==> src/rtl/dtti_pkg.sv <==
`timescale 1ns / 1ps
// ----------------------------------------------------------------------------
// dtti_pkg: shared types, widths and tables of the drift time interpolator
// Holds the distance and time tables of both gases and the stage payload types.
// ----------------------------------------------------------------------------
package dtti_pkg;

    localparam int TABLE_POINTS = 42;
    localparam int SEG_W        = $clog2(TABLE_POINTS);
    localparam int THERM_W      = TABLE_POINTS - 2;

    localparam int DIST_W  = 15;   // table and input distances, 1/16 um
    localparam int TIME_W  = 23;   // table times, 1e-5 ns
    localparam int SPAN_W  = 10;   // longest segment is 800
    localparam int TD_W    = 18;   // largest time step along a segment
    localparam int DD_W    = DIST_W;
    localparam int P_W     = TIME_W + SPAN_W;
    localparam int NUM_W   = P_W + 1;

    // time in 1/1024 ns = (num*64 + span*3125) / (span*6250), exact floor
    localparam int FRAC_SHIFT = 6;
    localparam int SPAN_SCALE = 3125;
    localparam int SPANC_W    = 22;
    localparam int DEN_W      = SPANC_W + 1;
    localparam int REM_W      = NUM_W + FRAC_SHIFT + 1;

    localparam int Q_W        = 16;
    localparam int DIV_STAGES = Q_W + 1;

    localparam logic [DIST_W-1:0] DIST_TAB [2][TABLE_POINTS] = '{
        '{ 248, 552, 1352, 2152, 2952, 3752, 4552, 5352, 6152, 6952,
           7752, 8552, 9352, 10152, 10952, 11752, 12552, 13352, 14152, 14952,
           15752, 16552, 17352, 18152, 18952, 19752, 20552, 21352, 22152, 22952,
           23752, 24552, 25352, 26152, 26952, 27752, 28552, 29352, 30152, 30952,
           31736, 32000 },
        '{ 248, 560, 1360, 2160, 2960, 3760, 4560, 5360, 6160, 6960,
           7760, 8560, 9360, 10160, 10960, 11760, 12560, 13360, 14160, 14960,
           15760, 16560, 17360, 18160, 18960, 19760, 20560, 21360, 22160, 22960,
           23760, 24560, 25360, 26160, 26960, 27760, 28560, 29360, 30160, 30960,
           31760, 32000 }
    };

    // [gas][field select][point]
    localparam logic [TIME_W-1:0] TIME_TAB [2][2][TABLE_POINTS] = '{
        '{
            '{ 0, 18332, 69730, 142695, 228892, 322042, 420607, 520461, 623645,
               727117, 833306, 939640, 1046440, 1152810, 1259370, 1364130, 1468120,
               1571150, 1675140, 1775960, 1876260, 1975830, 2073020, 2170100,
               2268170, 2366250, 2461820, 2562920, 2661640, 2761150, 2864840,
               2969290, 3076020, 3184830, 3296230, 3410290, 3528880, 3646400,
               3771070, 3898610, 4021950, 4060410 },
            '{ 0, 18464, 70001, 143068, 229603, 322918, 422207, 524324, 628913,
               734263, 841839, 950610, 1061570, 1172250, 1282830, 1393490, 1502640,
               1613370, 1723240, 1834400, 1943280, 2052850, 2163350, 2273240,
               2387280, 2500180, 2615160, 2731030, 2850970, 2973110, 3093930,
               3222650, 3355120, 3489220, 3624410, 3765310, 3912840, 4059230,
               4211830, 4366980, 4520380, 4570890 }
        },
        '{
            '{ 0, 6111, 36046, 80805, 134902, 194331, 256331, 319340, 382862,
               446891, 511496, 576497, 643076, 710696, 779338, 849140, 919973,
               991731, 1064250, 1139280, 1211520, 1286580, 1361880, 1437620,
               1513880, 1590680, 1667960, 1745910, 1823890, 1902660, 1982410,
               2062470, 2143880, 2228400, 2309180, 2409970, 2479110, 2566320,
               2654350, 2744470, 2800500, 2880410 },
            '{ 0, 6122, 36227, 81371, 136128, 196498, 259837, 324738, 390668,
               457660, 526812, 595973, 667857, 742868, 816936, 894547, 974109,
               1055550, 1138840, 1224000, 1310950, 1400600, 1490150, 1583390,
               1676960, 1773400, 1872040, 1973030, 2076490, 2182530, 2291240,
               2402780, 2517370, 2640410, 2756190, 2880590, 3008980, 3139850,
               3274880, 3413650, 3500500, 3598500 }
        }
    };

    typedef struct packed {
        logic valid;
        logic at_wire;
    } t_ctl;

    typedef struct packed {
        logic [DD_W-1:0]   dd;
        logic [SPAN_W-1:0] span;
        logic [TIME_W-1:0] tl;
        logic [TD_W-1:0]   td;
    } t_seg;

    typedef struct packed {
        logic [REM_W-1:0] num;
        logic [DEN_W-1:0] den;
    } t_frac;

endpackage

==> src/rtl/drift_time_table_interpolator.sv <==
`timescale 1ns / 1ps
// pipeline: 23 register stages (3 search, 2 product, 17 divider, 1 output)
// throughput: one beat per cycle; the whole pipeline holds while the output stalls
// reset: synchronous, clears all valid bits and sets the gas register to xenon
// ----------------------------------------------------------------------------
// drift_time_table_interpolator: distance to drift time by table interpolation
// Picks the segment of the selected table, interpolates, rounds and saturates the time.
// ----------------------------------------------------------------------------
module drift_time_table_interpolator
    import dtti_pkg::*;
(
    input  logic        i_clk,
    input  logic        i_rst_n,
    input  logic        i_cfg_we,
    input  logic        i_cfg_wdata,   // gas_is_argon
    input  logic        i_s_tvalid,
    output logic        o_s_tready,
    input  logic [15:0] i_s_tdata,     // [14:0] distance, [15] zero fill
    input  logic        i_s_tuser,     // [0] opcode
    output logic        o_m_tvalid,
    input  logic        i_m_tready,
    output logic [15:0] o_m_tdata,     // [15:0] drift_time
    output logic        o_m_tuser      // [0] at_wire
);

    logic           r_gas;
    logic           w_en;
    t_ctl           w_seg_ctl;
    t_seg           w_seg;
    t_ctl           w_frac_ctl;
    t_frac          w_frac;
    t_ctl           w_div_ctl;
    logic [Q_W-1:0] w_quot;
    logic           w_ovf;
    logic [Q_W-1:0] n_drift_time;

    logic           r_out_valid;
    logic [Q_W-1:0] r_drift_time;
    logic           r_at_wire;

    assign w_en       = !r_out_valid || i_m_tready;
    assign o_s_tready = w_en;

    always_ff @(posedge i_clk) begin
        if (!i_rst_n) begin
            r_gas <= 1'b0;
        end else if (i_cfg_we) begin
            r_gas <= i_cfg_wdata;
        end
    end

    dtti_seg u_seg (
        .i_clk      (i_clk),
        .i_rst_n    (i_rst_n),
        .i_en       (w_en),
        .i_valid    (i_s_tvalid),
        .i_distance (i_s_tdata[DIST_W-1:0]),
        .i_opcode   (i_s_tuser),
        .i_gas      (r_gas),
        .o_ctl      (w_seg_ctl),
        .o_seg      (w_seg)
    );

    dtti_interp u_interp (
        .i_clk   (i_clk),
        .i_rst_n (i_rst_n),
        .i_en    (w_en),
        .i_ctl   (w_seg_ctl),
        .i_seg   (w_seg),
        .o_ctl   (w_frac_ctl),
        .o_frac  (w_frac)
    );

    dtti_div u_div (
        .i_clk   (i_clk),
        .i_rst_n (i_rst_n),
        .i_en    (w_en),
        .i_ctl   (w_frac_ctl),
        .i_frac  (w_frac),
        .o_ctl   (w_div_ctl),
        .o_quot  (w_quot),
        .o_ovf   (w_ovf)
    );

    always_comb begin
        priority if (w_div_ctl.at_wire) begin
            n_drift_time = '0;
        end else if (w_ovf) begin
            n_drift_time = '1;
        end else begin
            n_drift_time = w_quot;
        end
    end

    always_ff @(posedge i_clk) begin
        if (!i_rst_n) begin
            r_out_valid <= 1'b0;
        end else if (w_en) begin
            r_out_valid <= w_div_ctl.valid;
        end
    end

    always_ff @(posedge i_clk) begin
        if (w_en) begin
            r_drift_time <= n_drift_time;
            r_at_wire    <= w_div_ctl.at_wire;
        end
    end

    assign o_m_tvalid = r_out_valid;
    assign o_m_tdata  = r_drift_time;
    assign o_m_tuser  = r_at_wire;

    // a hit at the wire always reads as zero time
    a_wire_zero: assert property (@(posedge i_clk) disable iff (!i_rst_n)
        o_m_tvalid && o_m_tuser |-> o_m_tdata == '0)
        else $error("at_wire beat with nonzero drift time");

    // pipeline comes out of reset empty
    a_reset_empty: assert property (@(posedge i_clk)
        $rose(i_rst_n) |-> !o_m_tvalid)
        else $error("output valid right after reset");

    // input side stalls only while the output register holds a beat that is not taken
    a_stall_cause: assert property (@(posedge i_clk) disable iff (!i_rst_n)
        !o_s_tready |-> o_m_tvalid && !i_m_tready)
        else $error("input stalled without a blocked output beat");

endmodule

==> src/rtl/dtti_seg.sv <==
`timescale 1ns / 1ps
// ----------------------------------------------------------------------------
// dtti_seg: segment search and table fetch
// Three stages: compare against the table points, encode the segment, read its ends.
// ----------------------------------------------------------------------------
module dtti_seg
    import dtti_pkg::*;
(
    input  logic              i_clk,
    input  logic              i_rst_n,
    input  logic              i_en,
    input  logic              i_valid,
    input  logic [DIST_W-1:0] i_distance,
    input  logic              i_opcode,
    input  logic              i_gas,
    output t_ctl              o_ctl,
    output t_seg              o_seg
);

    logic [THERM_W-1:0] n_therm;
    logic               n_at_wire;
    logic [SEG_W-1:0]   n_lo;
    logic [SEG_W-1:0]   w_hi;
    logic [DIST_W-1:0]  w_dl;
    logic [DIST_W-1:0]  w_dh;
    logic [TIME_W-1:0]  w_tl;
    logic [TIME_W-1:0]  w_th;
    t_seg               n_seg;

    t_ctl               r1_ctl;
    logic [THERM_W-1:0] r1_therm;
    logic [DIST_W-1:0]  r1_distance;
    logic               r1_opcode;
    logic               r1_gas;

    t_ctl               r2_ctl;
    logic [SEG_W-1:0]   r2_lo;
    logic [DIST_W-1:0]  r2_distance;
    logic               r2_opcode;
    logic               r2_gas;

    t_ctl               r3_ctl;
    t_seg               r3_seg;

    // thermometer code of the inner points at or below the distance
    always_comb begin
        for (int i = 1; i <= TABLE_POINTS - 2; i++) begin
            n_therm[i-1] = (DIST_TAB[i_gas][i] <= i_distance);
        end
        n_at_wire = (i_distance <= DIST_TAB[i_gas][0]);
    end

    always_comb begin
        n_lo = '0;
        for (int i = 0; i < THERM_W; i++) begin
            n_lo = n_lo + SEG_W'(r1_therm[i]);
        end
    end

    assign w_hi = r2_lo + SEG_W'(1);
    assign w_dl = DIST_TAB[r2_gas][r2_lo];
    assign w_dh = DIST_TAB[r2_gas][w_hi];
    assign w_tl = TIME_TAB[r2_gas][r2_opcode][r2_lo];
    assign w_th = TIME_TAB[r2_gas][r2_opcode][w_hi];

    always_comb begin
        n_seg.dd   = DD_W'(r2_distance - w_dl);
        n_seg.span = SPAN_W'(w_dh - w_dl);
        n_seg.tl   = w_tl;
        n_seg.td   = TD_W'(w_th - w_tl);
    end

    always_ff @(posedge i_clk) begin
        if (!i_rst_n) begin
            r1_ctl <= '0;
            r2_ctl <= '0;
            r3_ctl <= '0;
        end else if (i_en) begin
            r1_ctl <= '{valid: i_valid, at_wire: n_at_wire};
            r2_ctl <= r1_ctl;
            r3_ctl <= r2_ctl;
        end
    end

    always_ff @(posedge i_clk) begin
        if (i_en) begin
            r1_therm    <= n_therm;
            r1_distance <= i_distance;
            r1_opcode   <= i_opcode;
            r1_gas      <= i_gas;
            r2_lo       <= n_lo;
            r2_distance <= r1_distance;
            r2_opcode   <= r1_opcode;
            r2_gas      <= r1_gas;
            r3_seg      <= n_seg;
        end
    end

    assign o_ctl = r3_ctl;
    assign o_seg = r3_seg;

endmodule

==> src/rtl/dtti_interp.sv <==
`timescale 1ns / 1ps
// ----------------------------------------------------------------------------
// dtti_interp: interpolation products and rounded fraction
// Two stages: the three products, then the scaled numerator and denominator.
// ----------------------------------------------------------------------------
module dtti_interp
    import dtti_pkg::*;
(
    input  logic  i_clk,
    input  logic  i_rst_n,
    input  logic  i_en,
    input  t_ctl  i_ctl,
    input  t_seg  i_seg,
    output t_ctl  o_ctl,
    output t_frac o_frac
);

    t_ctl               r4_ctl;
    logic [P_W-1:0]     r4_p1;
    logic [P_W-1:0]     r4_p2;
    logic [SPANC_W-1:0] r4_spanc;

    t_ctl               r5_ctl;
    t_frac              r5_frac;

    logic [NUM_W-1:0]   w_num;

    // tl*span + (th-tl)*(d-dl)
    assign w_num = NUM_W'(r4_p1) + NUM_W'(r4_p2);

    always_ff @(posedge i_clk) begin
        if (!i_rst_n) begin
            r4_ctl <= '0;
            r5_ctl <= '0;
        end else if (i_en) begin
            r4_ctl <= i_ctl;
            r5_ctl <= r4_ctl;
        end
    end

    always_ff @(posedge i_clk) begin
        if (i_en) begin
            r4_p1        <= P_W'(i_seg.tl) * P_W'(i_seg.span);
            r4_p2        <= P_W'(i_seg.td) * P_W'(i_seg.dd);
            r4_spanc     <= SPANC_W'(i_seg.span) * SPANC_W'(SPAN_SCALE);
            // half the divisor is added for round half up
            r5_frac.num  <= REM_W'({w_num, FRAC_SHIFT'(0)}) + REM_W'(r4_spanc);
            r5_frac.den  <= {r4_spanc, 1'b0};
        end
    end

    assign o_ctl  = r5_ctl;
    assign o_frac = r5_frac;

endmodule

==> src/rtl/dtti_div.sv <==
`timescale 1ns / 1ps
// ----------------------------------------------------------------------------
// dtti_div: pipelined restoring divider
// One quotient bit per stage; the first stage only flags a quotient too large.
// ----------------------------------------------------------------------------
module dtti_div
    import dtti_pkg::*;
(
    input  logic           i_clk,
    input  logic           i_rst_n,
    input  logic           i_en,
    input  t_ctl           i_ctl,
    input  t_frac          i_frac,
    output t_ctl           o_ctl,
    output logic [Q_W-1:0] o_quot,
    output logic           o_ovf
);

    t_ctl             w_ctl [DIV_STAGES+1];
    logic [REM_W-1:0] w_rem [DIV_STAGES+1];
    logic [DEN_W-1:0] w_den [DIV_STAGES+1];
    logic [Q_W-1:0]   w_quot[DIV_STAGES+1];
    logic             w_ovf [DIV_STAGES+1];

    assign w_ctl[0]  = i_ctl;
    assign w_rem[0]  = i_frac.num;
    assign w_den[0]  = i_frac.den;
    assign w_quot[0] = '0;
    assign w_ovf[0]  = 1'b0;

    for (genvar g = 0; g < DIV_STAGES; g++) begin : g_stage
        t_ctl             r_ctl;
        logic [REM_W-1:0] r_rem;
        logic [DEN_W-1:0] r_den;
        logic [Q_W-1:0]   r_quot;
        logic             r_ovf;
        logic [REM_W-1:0] n_rem;
        logic [Q_W-1:0]   n_quot;
        logic             n_ovf;
        logic [REM_W-1:0] w_sub;
        logic             w_ge;

        assign w_sub = REM_W'(w_den[g]) << (Q_W - g);
        assign w_ge  = (w_rem[g] >= w_sub);

        if (g == 0) begin : g_range
            // quotient would need more than Q_W bits
            always_comb begin
                n_rem  = w_rem[g];
                n_quot = w_quot[g];
                n_ovf  = w_ge;
            end
        end else begin : g_bit
            always_comb begin
                n_rem             = w_ge ? (w_rem[g] - w_sub) : w_rem[g];
                n_quot            = w_quot[g];
                n_quot[Q_W - g]   = w_ge;
                n_ovf             = w_ovf[g];
            end
        end

        always_ff @(posedge i_clk) begin
            if (!i_rst_n) begin
                r_ctl <= '0;
            end else if (i_en) begin
                r_ctl <= w_ctl[g];
            end
        end

        always_ff @(posedge i_clk) begin
            if (i_en) begin
                r_rem  <= n_rem;
                r_den  <= w_den[g];
                r_quot <= n_quot;
                r_ovf  <= n_ovf;
            end
        end

        assign w_ctl[g+1]  = r_ctl;
        assign w_rem[g+1]  = r_rem;
        assign w_den[g+1]  = r_den;
        assign w_quot[g+1] = r_quot;
        assign w_ovf[g+1]  = r_ovf;
    end

    assign o_ctl  = w_ctl[DIV_STAGES];
    assign o_quot = w_quot[DIV_STAGES];
    assign o_ovf  = w_ovf[DIV_STAGES];

endmodule

==> config.mk <==
export PLATFORM = sky130hd
export DESIGN_NAME = drift_time_table_interpolator
export DESIGN_NICKNAME = d
export VERILOG_FILES = /design/src/rtl/dtti_pkg.sv /design/src/rtl/drift_time_table_interpolator.sv /design/src/rtl/dtti_seg.sv /design/src/rtl/dtti_interp.sv /design/src/rtl/dtti_div.sv
export SDC_FILE = /design/constraint.sdc
export NUM_CORES = 2
export LEC_CHECK = 0
export BUFFER_PORTS_ARGS = -buffer_cell sky130_fd_sc_hd__clkbuf_2
export CORE_AREA = 5 5 403 405
export DETAILED_ROUTE_END_ITERATION = 10
export DIE_AREA = 0 0 408 410
export PLACE_DENSITY = 0.74
export SYNTH_ARGS = -nofsm -noshare
export SYNTH_HDL_FRONTEND = slang
export SYNTH_SLANG_ARGS = --single-unit
==> constraint.sdc <==
create_clock -name i_clk -period 184.3 [get_ports i_clk]
set_input_delay 36.86 -clock i_clk [delete_from_list [all_inputs] [get_ports i_clk]]
set_output_delay 36.86 -clock i_clk [all_outputs]
set_load 0.1 [all_outputs]
* After elaboration in Yosys (flattened, before gate mapping) *
Cells that the tools add are included.

word-level totals
  register bits after elaboration = 1,521
  output and inout port bits = 19
  input port bits = 23

cells by class
  mux-type cells = 40
  $lt $le $gt $ge = 63
  multipliers = 3
  reduce and logical (&&, ||, !) cells = 2
  bitwise gates (word level) = 5
  $add $sub $neg = 60

operators by type and width
  kind                                          number
  2-to-1 mux 1932 bit                           2
  2-to-1 mux 966 bit                            3
  2-to-1 mux 630 bit                            4
  2-to-1 mux 1901 bit                           1
  2-to-1 mux 605 bit                            2
  <= comparator 15 bit                          41
  2-to-1 mux 41 bit                             15
  binary-select mux 23 bit (select 6 bit)       2
  adder 6 x 1 -> 6 bit                          38
  binary-select mux 15 bit (select 6 bit)       2
  2-to-1 mux 23 bit                             2
  adder 40 x 22 -> 41 bit                       1
  greater-or-equal comparator 41 x 23 -> 1 bit  1
  greater-or-equal comparator 41 x 24 -> 1 bit  1
  greater-or-equal comparator 41 x 25 -> 1 bit  1
  greater-or-equal comparator 41 x 26 -> 1 bit  1
  greater-or-equal comparator 41 x 27 -> 1 bit  1
  greater-or-equal comparator 41 x 28 -> 1 bit  1
  greater-or-equal comparator 41 x 29 -> 1 bit  1
  greater-or-equal comparator 41 x 30 -> 1 bit  1
  greater-or-equal comparator 41 x 31 -> 1 bit  1
  greater-or-equal comparator 41 x 32 -> 1 bit  1
  greater-or-equal comparator 41 x 33 -> 1 bit  1
  greater-or-equal comparator 41 x 34 -> 1 bit  1
  39 further kinds                              48

* Longest topological paths before layout *
  word-level depth = 39
  gate-level depth with buffers = 28
  mapped depth without buffers = 25

* Modules after synthesis *
A second synthesis with hierarchy kept.

second synthesis, totals
  cells, all modules = 10,381
  area total of the unflattened synthesis = 106,882.5 um^2

modules (own cells, without submodules)
  module                         area each (um^2)  cells each  instances
  dtti_div                       63,728.6          5,482       1
  dtti_interp                    24,951.4          2,556       1
  dtti_seg                       17,435.5          2,283       1
  drift_time_table_interpolator  767.0             60          1

* Worst setup path after synthesis *
No wires, ideal clock.

  path type = input port to output port
  from = in i_m_tready
  to = out o_s_tready
  arrival = 73.403 ns
  slack = 74.037 ns
  stages on the path = 3
  path buffers = 1
  cells stage by stage = nor2b_1 > clkinv_1 > clkbuf_1

on the way
  longest elaborated chain between the ends = 1

RTL lines
  what                RTL line                             source
  start: declaration  drift_time_table_interpolator.sv:21  input logic i_m_tready,
  logical OR 1 bit    drift_time_table_interpolator.sv:41  assign w_en = !r_out_valid || i_m_tready;
  end: declaration    drift_time_table_interpolator.sv:17  output logic o_s_tready,

No other way between the ends.

* Final worst setup path *
Same ends and word-level chain as after synthesis.

==> impl_metrics.env <==
export IMPL_status="finished clean"
export IMPL_yosysUniqueCellTypes=102
export IMPL_wire_per_inst_um=22.5
export IMPL_setup_viol=0
export IMPL_cts_root_buf="clkbuf_16"
export IMPL_synth_top_family_by_area="adder cells"
export IMPL_r2r_start="u_seg.r2_gas"
export IMPL_drc=0
export IMPL_ioPinCount=42
export IMPL_rows=146
export IMPL_syn2layout_area_growth_pct=7.99
export IMPL_port_buffers=40
export IMPL_cts_buffers=146
export IMPL_synth_fa_ha_area_share_pct=17.8
export IMPL_regToRegSetupSlack_ps=176220
export IMPL_grt_pass1_vias=69735
export IMPL_hold_class="register to register"
export IMPL_cts_tree="built"
export IMPL_preCtsSetupSlack_ps=109440
export IMPL_fillers=12381
export IMPL_grt_first_pass_wirelength_um=402000
export IMPL_synth_xor_area_share_pct=4.94
export IMPL_drt_pass1_iter_count=8
export IMPL_drive_above_1_share_pct=5.64
export IMPL_core_area_mm2=0.158
export IMPL_vias=70486
export IMPL_synth_async_reset_ratio_pct=0
export IMPL_synth_compound_area_share_pct=14.1
export IMPL_syn_area_mm2=0.0946
export IMPL_fin_skew_ps=61.6
export IMPL_post_cts_buffers=0
export IMPL_hold_start="u_div.g_stage[4].r_ovf"
export IMPL_min_to="u_div.g_stage[5].r_ovf"
export IMPL_cp_arrival_ps=38000
export IMPL_die_x_um=408
export IMPL_critical_path_class="input port to primary output"
export IMPL_grt_total_usage_pct=30.6
export IMPL_path_max_fanout=64
export IMPL_clock_sinks=1364
export IMPL_synth_flop_cell="edfxtp_1"
export IMPL_routed_wl_um=258000
export IMPL_cts_resized=0
export IMPL_drt_iter0_drc=7383
export IMPL_drv_cap=0
export IMPL_antenna_found_initial=3
export IMPL_rsz0062_at_grt="false"
export IMPL_htreeDepth=4
export IMPL_start_util_pct=59.8
export IMPL_fin_ws_ps=109440
export IMPL_synthMuxAreaShare_pct=1.34
export IMPL_endpoint_kind="primary output"
export IMPL_startpoint_type="input port"
export IMPL_hold_viol=0
export IMPL_hpwl_um=189000
export IMPL_avgSynthCellArea_um2=10.2
export IMPL_worst_pin_slew_ps=1420
export IMPL_cp_required_ps=147440
export IMPL_slew_limit_headroom_pct=5.11
export IMPL_clock_path_buffers=3
export IMPL_grt_max_degree=168
export IMPL_r2r_cells=24
export IMPL_synthSimpleGateAreaFrac_pct=13.6
export IMPL_finalNetCount=10424
export IMPL_r2r_end="u_seg.o_seg[16]"
export IMPL_setup_tns_ps=0
export IMPL_ctsHoldBuffers=0
export IMPL_via_per_inst=6.15
export IMPL_hold_depth=0
export IMPL_synth_seq_area_share_pct=42.8
export IMPL_synth_edff_count=1318
export IMPL_die_y_um=410
export IMPL_period_needed_ps=74860
export IMPL_clkTransAtPathRegs_ps=50
export IMPL_final_max_slew_viol_count=0
export IMPL_synth_top_area_cell="edfxtp_1"
export IMPL_synth_area_top_cells="edfxtp_1 (42%), ha_1 (9.9%), fa_1 (7.9%)"
export IMPL_multiInputGateArea_mm2=0.0494
export IMPL_clkLatencyLatePin_ps=800
export IMPL_yosys_register_bits=1364
export IMPL_gp_congestion=1.00
export IMPL_ys_warnings_count=0
export IMPL_die_area_mm2=0.167
export IMPL_netlist_instances=9260
export IMPL_ant_nets=0
export IMPL_regArea_mm2=0.0405
export IMPL_fin_crit_sh_pct=40.6
export IMPL_yosysTopAreaCellShare_pct=41.9
export IMPL_grt_ovfl_total=0
export IMPL_fmax_mhz=13.4
cell usage in the layout, fill, tap and decap left out, types with 55 or more instances in the layout:
cell type / Yosys / routed
nor3_1: 200 / 200
inv_1: 989 / 988
a211oi_1: 80 / 79
nor2_1: 645 / 643
nand2b_1: 91 / 91
nand2_1: 851 / 851
o21bai_1: 73 / 73
ha_1: 747 / 745
a31oi_1: 75 / 75
conb_1: 2 / 66
clkbuf_16: 0 / 146
and2_1: 303 / 303
and3_1: 55 / 55
buf_4: 1 / 113
edfxtp_1: 1318 / 1318
xnor2_1: 327 / 322
o21a_1: 111 / 111
or3_1: 66 / 66
nor4_1: 75 / 75
nor2b_1: 57 / 56
nand3_1: 154 / 154
a21boi_0: 66 / 66
nand4_1: 68 / 68
o21ai_0: 522 / 521
xor2_1: 206 / 206
fa_1: 375 / 375
a21oi_1: 622 / 622
a21o_1: 143 / 143
worst max path at each step:
stage,slack (ps),start,to
after global placement,109460,i_m_tready,o_s_tready
final,109440,i_m_tready,o_s_tready
after detailed placement,109440,i_m_tready,o_s_tready
after floorplan,74040,i_m_tready,o_s_tready
after CTS,109440,i_m_tready,o_s_tready
after global routing,109390,i_m_tready,o_s_tready
metal layers:
metal / routed length, um / GRT usage [%]
met1: 109000 / 41.8
met2: 119000 / 49.5
met3: 17500 / 4.48
met4: 12000 / 12.9
met5: 0 / 0
flip-flops by register name, indices dropped and copies added, names as in the netlist, 30 cells and up:
signal,cells
u_interp.o_frac,54
u_seg.o_seg,63
u_div.g_stage.r_quot,120
u_div.g_stage.r_rem,605
u_seg.r1_therm,40
u_div.g_stage.r_ctl,32
u_interp.r4_p1,30
u_div.g_stage.r_den,264
u_interp.r4_p2,33
cells by family after synthesis:
logic type | Yosys count
simple gates | 2689
compound gates | 2112
flops | 1364
buf+inv | 1347
fa+ha+maj | 1123
xor+xnor | 533
mux | 90
other cells | 2
critical path, stage by stage:
cell,delay [ps]
clkbuf_2,100
nor2b_4,50
inv_8,340
clkbuf_2,620
per-stage QoR:
| stage | utilization (%) | cells | hold WS (ps) | cell area [um^2] |
|---|---|---|---|---|
| after floorplan | - | 9324 | 400 | 94800 |
| after global placement | 61.6 | 11203 | 400 | 97300 |
| after detailed placement | 61.6 | 11203 | 405 | 97300 |
| after CTS | 64.6 | 11463 | 404 | 102000 |
| after global routing | 64.6 | 11463 | 416 | 102000 |
| final | 64.6 | 11467 | 406 | 102000 |
synth_stat cells (all sizes together), types with 23 or more instances:
master	instances
o21a	111
nand3	154
nand2	852
or3	66
xnor2	327
inv	993
nor3	201
mux2	55
o21bai	73
clkbuf	295
o211ai	47
a21boi	66
o31ai	44
or2	23
a31oi	75
a21oi	623
nor2	645
fa	375
o311ai	37
nor2b	57
o21ai	526
dfxtp	46
nand2b	91
mux4	24
nor4	76
a211oi	84
xor2	206
nand4	68
edfxtp	1318
o22ai	52
and3	55
ha	747
buf	54
and2	303
a21o	143
area by class of cell:
class / instances / area share [%]
inverter: 998 / 3.68
tap: 2072 / 2.54
multi-input combinational: 6613 / 48.4
timing repair buffer: 156 / 1.09
clock buffer: 181 / 3.76
clock inverter: 79 / 0.915
sequential: 1364 / 39.7
antenna: 4 / 0.00980
Power is left out: the tool's default activity adds up to more than one toggle a clock period on the data nets, which glitch-free logic cannot reach.
